--- src/sv/iacr_pkg.sv ---
`timescale 1ns / 1ps
// ----------------------------------------------------------------------------
// iacr_pkg
// Shared types and constants of the input activity change reporter.
// ----------------------------------------------------------------------------
package iacr_pkg;

	localparam int NUM_CHANNELS_DEF = 4;

	localparam int CH_W     = 2;
	localparam int TIME_W   = 32;
	localparam int AXIS_W   = 8;
	localparam int ANGLE_W  = 16;
	localparam int BUTTON_W = 32;

	localparam int APB_ADDR_W = 3;
	localparam int APB_DATA_W = 32;
	localparam int CFG_W      = 16;

	localparam logic [CFG_W-1:0] TURN_DEADBAND_RST   = 16'd40;
	localparam logic [CFG_W-1:0] MIN_INTERVAL_RST    = 16'd100;
	localparam logic [ANGLE_W:0] HALF_TURN           = 17'h08000;
	localparam logic [ANGLE_W:0] FULL_TURN           = 17'h10000;

	typedef enum logic {
		REG_TURN_DEADBAND = 1'b0,
		REG_MIN_INTERVAL  = 1'b1
	} iacr_reg_t;

	// per-channel record kept in the state memory
	typedef struct packed {
		logic [TIME_W-1:0]   rep_time;
		logic [BUTTON_W-1:0] buttons;
		logic [ANGLE_W-1:0]  pitch;
		logic [ANGLE_W-1:0]  yaw;
		logic                moving;
	} iacr_entry_t;

	localparam int ENTRY_W = $bits(iacr_entry_t);

endpackage

--- src/sv/iacr_sample_if.sv ---
`timescale 1ns / 1ps
// ----------------------------------------------------------------------------
// iacr_sample_if
// Sample request channel: valid/ready handshake with one input sample.
// ----------------------------------------------------------------------------
interface iacr_sample_if;

	logic                                 valid;
	logic                                 ready;
	logic        [iacr_pkg::CH_W-1:0]     channel;
	logic        [iacr_pkg::TIME_W-1:0]   time_ms;
	logic signed [iacr_pkg::AXIS_W-1:0]   forward_axis;
	logic signed [iacr_pkg::AXIS_W-1:0]   side_axis;
	logic signed [iacr_pkg::ANGLE_W-1:0]  pitch_angle;
	logic signed [iacr_pkg::ANGLE_W-1:0]  yaw_angle;
	logic        [iacr_pkg::BUTTON_W-1:0] button_bits;

	modport source (
		output valid, channel, time_ms, forward_axis, side_axis, pitch_angle, yaw_angle,
		       button_bits,
		input  ready
	);

	modport sink (
		input  valid, channel, time_ms, forward_axis, side_axis, pitch_angle, yaw_angle,
		       button_bits,
		output ready
	);

endinterface

--- src/sv/iacr_report_if.sv ---
`timescale 1ns / 1ps
// ----------------------------------------------------------------------------
// iacr_report_if
// Report request channel: valid/ready handshake with one activity report.
// ----------------------------------------------------------------------------
interface iacr_report_if;

	logic                          valid;
	logic                          ready;
	logic [iacr_pkg::TIME_W-1:0]   report_time;
	logic [iacr_pkg::CH_W-1:0]     report_channel;
	logic [iacr_pkg::BUTTON_W-1:0] report_buttons;
	logic                          is_moving;
	logic                          is_turning;

	modport source (
		output valid, report_time, report_channel, report_buttons, is_moving, is_turning,
		input  ready
	);

	modport sink (
		input  valid, report_time, report_channel, report_buttons, is_moving, is_turning,
		output ready
	);

endinterface

--- src/sv/iacr_ram.sv ---
`timescale 1ns / 1ps
// ----------------------------------------------------------------------------
// iacr_ram
// Generic single-write, single-read RAM with registered read data.
// ----------------------------------------------------------------------------
module iacr_ram #(
	parameter int WIDTH = 8,
	parameter int DEPTH = 4,
	parameter int AW    = (DEPTH > 1) ? $clog2(DEPTH) : 1
) (
	input  logic             clk,
	input  logic             we,
	input  logic [AW-1:0]    waddr,
	input  logic [WIDTH-1:0] wdata,
	input  logic             re,
	input  logic [AW-1:0]    raddr,
	output logic [WIDTH-1:0] rdata
);

	logic [WIDTH-1:0] mem [DEPTH];

	always_ff @(posedge clk) begin
		if (we) begin
			mem[waddr] <= wdata;
		end
		if (re) begin
			rdata <= mem[raddr];
		end
	end

endmodule

--- src/sv/input_activity_change_reporter.sv ---
`timescale 1ns / 1ps
// ----------------------------------------------------------------------------
// input_activity_change_reporter
// Per-channel activity detector with rate-limited change reports.
// ----------------------------------------------------------------------------
// Takes one sample per clock. A sample is accepted when its channel state is
// read from the state RAM; the registered record is then compared, updated
// and written back, and a report, if any, is loaded into the output
// register. The single read-modify-write stage around the RAM sets this
// rate; a sample to the channel written in the previous cycle is served by
// forwarding. Input stalls only while a report waits in the output register
// and the next sample also produces one. Seen flags live in flip-flops and
// reset to zero, so the RAM needs no clearing pass after reset. Samples for
// channels at or above NUM_CHANNELS are accepted and dropped.
// ----------------------------------------------------------------------------
module input_activity_change_reporter #(
	parameter int NUM_CHANNELS = iacr_pkg::NUM_CHANNELS_DEF
) (
	input  logic                              clk,
	input  logic                              arst_n,
	iacr_sample_if.sink                       sample,
	iacr_report_if.source                     report,
	input  logic                              psel,
	input  logic                              penable,
	input  logic                              pwrite,
	input  logic [iacr_pkg::APB_ADDR_W-1:0]   paddr,
	input  logic [iacr_pkg::APB_DATA_W-1:0]   pwdata,
	output logic [iacr_pkg::APB_DATA_W-1:0]   prdata,
	output logic                              pready
);

	import iacr_pkg::*;

	localparam int AW = (NUM_CHANNELS > 1) ? $clog2(NUM_CHANNELS) : 1;

	function automatic logic [ANGLE_W:0] angle_gap(input logic [ANGLE_W-1:0] now_a,
	                                                input logic [ANGLE_W-1:0] old_a);
		logic [ANGLE_W-1:0] d;
		d = now_a - old_a;
		angle_gap = ({1'b0, d} > HALF_TURN) ? (FULL_TURN - {1'b0, d}) : {1'b0, d};
	endfunction

	// configuration
	logic [CFG_W-1:0] deadband_q;
	logic [CFG_W-1:0] interval_q;
	logic             cfg_wr;
	iacr_reg_t        cfg_reg;

	assign pready  = 1'b1;
	assign cfg_wr  = psel & penable & pwrite & pready;
	assign cfg_reg = iacr_reg_t'(paddr[2]);

	always_ff @(posedge clk or negedge arst_n) begin
		if (!arst_n) begin
			deadband_q <= TURN_DEADBAND_RST;
			interval_q <= MIN_INTERVAL_RST;
		end else if (cfg_wr) begin
			case (cfg_reg)
				REG_TURN_DEADBAND: deadband_q <= pwdata[CFG_W-1:0];
				REG_MIN_INTERVAL:  interval_q <= pwdata[CFG_W-1:0];
				default: ;
			endcase
		end
	end

	always_comb begin
		case (cfg_reg)
			REG_TURN_DEADBAND: prdata = APB_DATA_W'(deadband_q);
			REG_MIN_INTERVAL:  prdata = APB_DATA_W'(interval_q);
			default:           prdata = '0;
		endcase
	end

	// accept stage
	logic          accept;
	logic          in_range;
	logic [AW-1:0] rd_addr;
	logic          advance;

	assign accept   = sample.valid & sample.ready;
	assign in_range = {{(32-CH_W){1'b0}}, sample.channel} < 32'(NUM_CHANNELS);
	assign rd_addr  = AW'(sample.channel);

	logic                valid_s1;
	logic [CH_W-1:0]     chan_s1;
	logic [TIME_W-1:0]   time_s1;
	logic                moving_s1;
	logic [ANGLE_W-1:0]  pitch_s1;
	logic [ANGLE_W-1:0]  yaw_s1;
	logic [BUTTON_W-1:0] buttons_s1;

	always_ff @(posedge clk or negedge arst_n) begin
		if (!arst_n) begin
			valid_s1 <= 1'b0;
		end else if (accept) begin
			valid_s1 <= in_range;
		end else if (advance) begin
			valid_s1 <= 1'b0;
		end
	end

	always_ff @(posedge clk) begin
		if (accept) begin
			chan_s1    <= sample.channel;
			time_s1    <= sample.time_ms;
			moving_s1  <= (sample.forward_axis != '0) || (sample.side_axis != '0);
			pitch_s1   <= sample.pitch_angle;
			yaw_s1     <= sample.yaw_angle;
			buttons_s1 <= sample.button_bits;
		end
	end

	// state memory
	logic              wr_en;
	logic [AW-1:0]     addr_s1;
	iacr_entry_t       wr_entry;
	logic [ENTRY_W-1:0] rd_data;

	iacr_ram #(
		.WIDTH(ENTRY_W),
		.DEPTH(NUM_CHANNELS),
		.AW   (AW)
	) u_state_ram (
		.clk  (clk),
		.we   (wr_en),
		.waddr(addr_s1),
		.wdata(wr_entry),
		.re   (accept),
		.raddr(rd_addr),
		.rdata(rd_data)
	);

	// last write, forwarded to a read that missed it
	logic              wr_valid_s2;
	logic [AW-1:0]     wr_addr_s2;
	iacr_entry_t       wr_data_s2;
	logic [NUM_CHANNELS-1:0] seen_q;

	always_ff @(posedge clk or negedge arst_n) begin
		if (!arst_n) begin
			wr_valid_s2 <= 1'b0;
			seen_q      <= '0;
		end else if (wr_en) begin
			wr_valid_s2     <= 1'b1;
			seen_q[addr_s1] <= 1'b1;
		end
	end

	always_ff @(posedge clk) begin
		if (wr_en) begin
			wr_addr_s2 <= addr_s1;
			wr_data_s2 <= wr_entry;
		end
	end

	// compare and update
	iacr_entry_t        old_entry;
	logic               seen_s1;
	logic [TIME_W-1:0]  last_time;
	logic [ANGLE_W:0]   pitch_gap;
	logic [ANGLE_W:0]   yaw_gap;
	logic               turning;
	logic               changed;
	logic               due;
	logic               has_report;
	logic               out_load;

	assign addr_s1   = AW'(chan_s1);
	assign old_entry = (wr_valid_s2 && wr_addr_s2 == addr_s1) ? wr_data_s2
	                                                         : iacr_entry_t'(rd_data);
	assign seen_s1   = seen_q[addr_s1];
	assign last_time = seen_s1 ? old_entry.rep_time : '0;
	assign pitch_gap = angle_gap(pitch_s1, old_entry.pitch);
	assign yaw_gap   = angle_gap(yaw_s1, old_entry.yaw);
	assign turning   = seen_s1 && ((pitch_gap > {1'b0, deadband_q}) ||
	                               (yaw_gap > {1'b0, deadband_q}));
	assign changed   = !seen_s1 || (buttons_s1 != old_entry.buttons) ||
	                   (moving_s1 != old_entry.moving) || turning;
	assign due       = (time_s1 - last_time) >= TIME_W'(interval_q);
	assign has_report = changed && due;

	logic out_valid_q;

	assign advance      = !has_report || !out_valid_q || report.ready;
	assign wr_en        = valid_s1 && advance;
	assign out_load     = wr_en && has_report;
	assign sample.ready = !valid_s1 || advance;

	always_comb begin
		wr_entry.rep_time = has_report ? time_s1 : last_time;
		wr_entry.buttons  = buttons_s1;
		wr_entry.pitch    = pitch_s1;
		wr_entry.yaw      = yaw_s1;
		wr_entry.moving   = moving_s1;
	end

	// output register
	logic [TIME_W-1:0]   rep_time_q;
	logic [CH_W-1:0]     rep_chan_q;
	logic [BUTTON_W-1:0] rep_buttons_q;
	logic                rep_moving_q;
	logic                rep_turning_q;

	always_ff @(posedge clk or negedge arst_n) begin
		if (!arst_n) begin
			out_valid_q <= 1'b0;
		end else begin
			out_valid_q <= out_load | (out_valid_q & ~report.ready);
		end
	end

	always_ff @(posedge clk) begin
		if (out_load) begin
			rep_time_q    <= time_s1;
			rep_chan_q    <= chan_s1;
			rep_buttons_q <= buttons_s1;
			rep_moving_q  <= moving_s1;
			rep_turning_q <= turning;
		end
	end

	assign report.valid          = out_valid_q;
	assign report.report_time    = rep_time_q;
	assign report.report_channel = rep_chan_q;
	assign report.report_buttons = rep_buttons_q;
	assign report.is_moving      = rep_moving_q;
	assign report.is_turning     = rep_turning_q;

	// checks
	a_seen_after_write: assert property (@(posedge clk) disable iff (!arst_n)
		wr_valid_s2 |-> seen_q[wr_addr_s2])
		else $error("written channel not marked seen");

	a_seen_sticky: assert property (@(posedge clk) disable iff (!arst_n)
		1'b1 |=> ((seen_q & $past(seen_q)) == $past(seen_q)))
		else $error("seen flag cleared");

	a_load_when_free: assert property (@(posedge clk) disable iff (!arst_n)
		out_load |-> (!out_valid_q || report.ready))
		else $error("report overwritten before taken");

	a_report_time_stored: assert property (@(posedge clk) disable iff (!arst_n)
		out_load |=> (wr_data_s2.rep_time == report.report_time))
		else $error("report time not stored as last report time");

	a_turn_needs_seen: assert property (@(posedge clk) disable iff (!arst_n)
		(out_load && turning) |-> seen_s1)
		else $error("turn reported on first sample");

endmodule
--- src/flat_wrapper.sv ---
// flat-port wrapper written by rule: the top's interface ports become plain ports
module input_activity_change_reporter_flat import iacr_pkg::*;
#(
	parameter int NUM_CHANNELS = iacr_pkg::NUM_CHANNELS_DEF
)
  (clk, arst_n, psel, penable, pwrite, paddr, pwdata, prdata, pready, sample_valid, sample_channel, sample_time_ms, sample_forward_axis, sample_side_axis, sample_pitch_angle, sample_yaw_angle, sample_button_bits, sample_ready, report_valid, report_report_time, report_report_channel, report_report_buttons, report_is_moving, report_is_turning, report_ready);
  iacr_sample_if sample_i ();
  iacr_report_if report_i ();
  input  logic clk;
  input  logic arst_n;
  input  logic psel;
  input  logic penable;
  input  logic pwrite;
  input  logic [iacr_pkg::APB_ADDR_W-1:0] paddr;
  input  logic [iacr_pkg::APB_DATA_W-1:0] pwdata;
  output logic [iacr_pkg::APB_DATA_W-1:0] prdata;
  output logic pready;
  input wire logic [$bits(sample_i.valid)-1:0] sample_valid;
  input wire logic [$bits(sample_i.channel)-1:0] sample_channel;
  input wire logic [$bits(sample_i.time_ms)-1:0] sample_time_ms;
  input wire logic [$bits(sample_i.forward_axis)-1:0] sample_forward_axis;
  input wire logic [$bits(sample_i.side_axis)-1:0] sample_side_axis;
  input wire logic [$bits(sample_i.pitch_angle)-1:0] sample_pitch_angle;
  input wire logic [$bits(sample_i.yaw_angle)-1:0] sample_yaw_angle;
  input wire logic [$bits(sample_i.button_bits)-1:0] sample_button_bits;
  output wire logic [$bits(sample_i.ready)-1:0] sample_ready;
  output wire logic [$bits(report_i.valid)-1:0] report_valid;
  output wire logic [$bits(report_i.report_time)-1:0] report_report_time;
  output wire logic [$bits(report_i.report_channel)-1:0] report_report_channel;
  output wire logic [$bits(report_i.report_buttons)-1:0] report_report_buttons;
  output wire logic [$bits(report_i.is_moving)-1:0] report_is_moving;
  output wire logic [$bits(report_i.is_turning)-1:0] report_is_turning;
  input wire logic [$bits(report_i.ready)-1:0] report_ready;
  assign sample_i.valid = sample_valid;
  assign sample_i.channel = sample_channel;
  assign sample_i.time_ms = sample_time_ms;
  assign sample_i.forward_axis = sample_forward_axis;
  assign sample_i.side_axis = sample_side_axis;
  assign sample_i.pitch_angle = sample_pitch_angle;
  assign sample_i.yaw_angle = sample_yaw_angle;
  assign sample_i.button_bits = sample_button_bits;
  assign sample_ready = sample_i.ready;
  assign report_valid = report_i.valid;
  assign report_report_time = report_i.report_time;
  assign report_report_channel = report_i.report_channel;
  assign report_report_buttons = report_i.report_buttons;
  assign report_is_moving = report_i.is_moving;
  assign report_is_turning = report_i.is_turning;
  assign report_i.ready = report_ready;
  input_activity_change_reporter #(.NUM_CHANNELS(NUM_CHANNELS)) u_core (.clk(clk), .arst_n(arst_n), .sample(sample_i), .report(report_i), .psel(psel), .penable(penable), .pwrite(pwrite), .paddr(paddr), .pwdata(pwdata), .prdata(prdata), .pready(pready));
endmodule
--- config.mk ---
export PLATFORM = sky130hd
export DESIGN_NAME = input_activity_change_reporter_flat
export DESIGN_NICKNAME = d
export VERILOG_FILES = /design/src/sv/iacr_pkg.sv /design/src/sv/iacr_sample_if.sv /design/src/sv/iacr_report_if.sv /design/src/sv/iacr_ram.sv /design/src/sv/input_activity_change_reporter.sv /design/src/flat_wrapper.sv
export SDC_FILE = /design/constraint.sdc
export NUM_CORES = 1
export LEC_CHECK = 0
export ABC_CLOCK_PERIOD_IN_PS = 24700
export BUFFER_PORTS_ARGS = -buffer_cell sky130_fd_sc_hd__buf_2
export CAP_MARGIN = 20
export CORE_MARGIN = 3
export CORE_UTILIZATION = 65
export CTS_CLUSTER_SIZE = 14
export DETAILED_ROUTE_END_ITERATION = 7
export GPL_ROUTABILITY_DRIVEN = 1
export HOLD_SLACK_MARGIN = 0.1
export PLACE_DENSITY = 0.85
export SYNTH_ARGS = -nofsm -noshare
export SYNTH_HDL_FRONTEND = slang
export SYNTH_SLANG_ARGS = --single-unit
--- constraint.sdc ---
create_clock -name clk -period 24.7 [get_ports clk]
set_input_delay 6.175 -clock clk [delete_from_list [all_inputs] [get_ports clk]]
set_output_delay 6.175 -clock clk [all_outputs]
set_load 0.01 [all_outputs]
==> impl_metrics.toml <==
[finish]
drive_gt1_share_pct = 21.2
num_antenna_cells = 0
finalNetCount = 2677
flow.area_growth_from_synthesis_pct = 12.2
fillers = 2982
most_common_cell_after_layout_fill_and_taps_aside = "edfxtp_1"
final_cell_mix = "edfxtp_1 (751), buf_2 (221), nand2_1 (199)"

[synthesis]
synth.area.mux_share_pct = 10.1
synth_adder_area_share_pct = 4.29
yosys_warn_count = 0
yosys_register_bits = 790
compound_cell_area_share_of_the_yosys_netlist_pct = 6.00
synth_area_um2 = 34300
syn-instance-count = 2159
synth_enable_flop_cells = 751
share_of_the_synthesized_netlist_area_taken_by_xor_and_xnor_gates_pct = 2.20
synth-seq-area-share_pct = 68.6
synth_top_family_by_area = "multiplexers"
synthDistinctLibCells = 85
synth-async-reset-ratio_pct = 4.94
synthSimpleGateAreaFrac_pct = 6.33
synthesis.area_per_instance_um2 = 15.9
postSynth.topFlopCell = "edfxtp_1"

[detailed_routing]
remaining_drc_errors = 0
wl_met2_mm = 37.2
ant_nets = 0
route.met3.wl_mm = 5.54
met1_length_mm = 30.4
uppermost_metal_layer_occupied_by_signal_nets = "met5"
drt-initial-drc-count = 1796
drt_pass1_iterations = 5
drt-total-wl_mm = 75.5
drt-wirelength-per-cell_um = 24.0
detailroute.via_count = 19889
detail_route.vias_per_cell = 6.32

[timing]
timing.slew.headroom_pct = 28.3
setup_tns_ps = 0
tightestPinTransition_ps = 1070
final-max-slew-violation-count = 0
report.final.setup_viol = 0
period_minus_slack_ps = 14390
rsz0062_at_grt = "false"
maxClockFrequency_ghz = 0.0695
post-route-worst-setup-slack_ps = 10310
final_min_period_over_clock_period_pct = 58.3
worst_clock_skew_ps = 29.4
finalHoldViolations = 0

[clock_tree]
cts_tree = "yes"
clk_latency_ps = 630
clock_sinks = 790
clock_tree.htree_level_count = 3
cts_hold_buf = 0
clk_transition_reported_paths_ps = 70
clock_path_buffers = 3
cts_inserted_buffers = 76
cts_setup_buffers = 0
cts-root-buf = "clkbuf_16"
post_cts.resized_instances = 0

[worst_setup_path]
cpMostUsedCell = "o21a_1"
critPathLaunchType = "flip-flop"
cp_max_fo = 62
critPathArrivalTime_ps = 8210
criticalPathCategory = "flip-flop to output port"
cpPeakStageDelay_ps = 760
worst_setup_path_end_kind = "output port"
data_required_time_at_the_worst_endpoint_ps = 18520
crit_path_top_delay_cell = "a2111oi_0"

[die]
die_h_um = 236
die_area_um2 = 55600
initial_core_util_pct = 66.2
die_w_um = 236
core.rowCount = 83
ios = 259
core_area_um2 = 51800

[placement]
port_buffers = 223
place.gp.congestion = 0.913
placement_setup_slack_ps = 11200
dp_hpwl_mm = 46.1

[global_routing]
grt_overflow_total = 0
first_pass_grt_wire_length_mm = 117
via_count_of_the_first_global_routing_pass = 20678
grt_use_total_pct = 27.3
maximum_number_of_pins_on_one_net_before_global_route_repair = 147
grt_antenna_before_repair = 1

[min_path]
timing.hold.worst.class = "flip-flop to flip-flop"

[power]
power.density_nw_per_um2 = 87.3
power_leakage_nw = 14.2
peakVddDrop_mv = 0.0724

[job]
maxCapViolCount = 0

[run_status]
outcome = "finished, final reports clean"
final timing paths:
kind	start	endpoint	slack, ps	cells after the start
min reg2reg	u_core.seen_q[0]	u_core.seen_q[0]	480	2
max in group asynchronous	arst_n	u_core.interval_q[14]	18280	1
max	u_core.wr_valid_s2	sample_ready	10310	28
min	u_core.seen_q[0]	u_core.seen_q[0]	480	2
min in group asynchronous	arst_n	u_core.valid_s1	5730	1
max reg2reg	u_core.wr_valid_s2	u_core.u_state_ram.mem[3][10]	14440	30
worst max-delay path, delay by kind of cell (launching register included):
family / cells / cell delay, ps
AOI/OAI and AO/OA: 13 / 3700
and+or+nand+nor: 9 / 1660
buffers and inverters: 4 / 970
DFF: 1 / 680
adders and majority gates: 2 / 520
logic make-up (layout without fill, tap and decap cells):
group	Yosys count	in the layout
flip-flops	790	790
AND/OR/NAND/NOR	452	452
AO/OA/AOI/OAI	306	306
multiplexers	220	220
buffers and inverters	190	482
adder cells (fa/ha/maj)	116	116
XOR/XNOR	83	83
other	2	17
stage by stage:
step	util (%)	area [µm²]	power (mW)	hold WS (ps)	std cells
floorplan	-	34400	2.08	423	2174
global placement	69.6	36100	2.23	433	3006
detailed placement	69.6	36100	2.26	450	3006
CTS	74.3	38500	3.37	473	3145
global route	74.3	38500	3.51	500	3146
finish	74.3	38500	3.36	476	3146
sequential cells by signal, indices dropped and copies added (netlist names):
register	flops
u_core.report.report_time	32
u_core.buttons_s1	32
u_core.valid_s1	1
u_core.pitch_s1	16
u_core.yaw_s1	16
u_core.wr_addr_s2	2
u_core.wr_data_s2	97
u_core.report.is_moving	1
u_core.report.valid	1
u_core.time_s1	32
u_core.report.report_buttons	32
u_core.interval_q	16
u_core.report.is_turning	1
u_core.moving_s1	1
u_core.u_state_ram.mem	388
u_core.seen_q	4
u_core.wr_valid_s2	1
u_core.report.report_channel	2
u_core.deadband_q	16
u_core.addr_s1	2
u_core.u_state_ram.rdata	97
power breakdown:
part           leakage, nW  internal [mW]  switching (mW)
combinational         5.57          0.256           0.382
clock                 1.17          0.618           0.493
sequential            7.46           1.57          0.0441
total                 14.2           2.44           0.920
layout make-up:
type	instances	area (µm²)	area share, %
clock inverter	43	359	0.933
clock buffer	96	2030	5.26
timing repair buffer	244	1330	3.46
sequential	790	23500	61.1
tap	680	851	2.21
multi-input combinational	1194	10000	26.0
inverter	99	374	0.972
synthesized netlist by cell type, types with 21 or more instances:
cell type,count,area share (%)
xor2_1,31,0.79
mux2i_1,88,2.6
nand4_1,26,0.47
a21o_1,31,0.68
o21ai_0,60,0.87
xnor2_1,48,1.2
ha_1,113,4.1
nand2_1,199,2.2
inv_1,99,1.1
mux4_2,97,6.4
edfxtp_1,751,66
nor3_1,33,0.48
nor2_1,68,0.74
o21a_1,24,0.52
dfrtp_1,34,2.5
mux2_2,35,1.1
clkbuf_1,47,0.51
nand3_1,21,0.31
a21oi_1,67,0.98
metal layers:
layer | global-route usage, % | up-vias
met1 | 37.4 | 9971
met4 | 9.90 | 2
met3 | 4.72 | 155
li1 | - | 8840
met5 | 0 | -
met2 | 45.0 | 921
No activity file was read; power rests on OpenSTA's default activity.
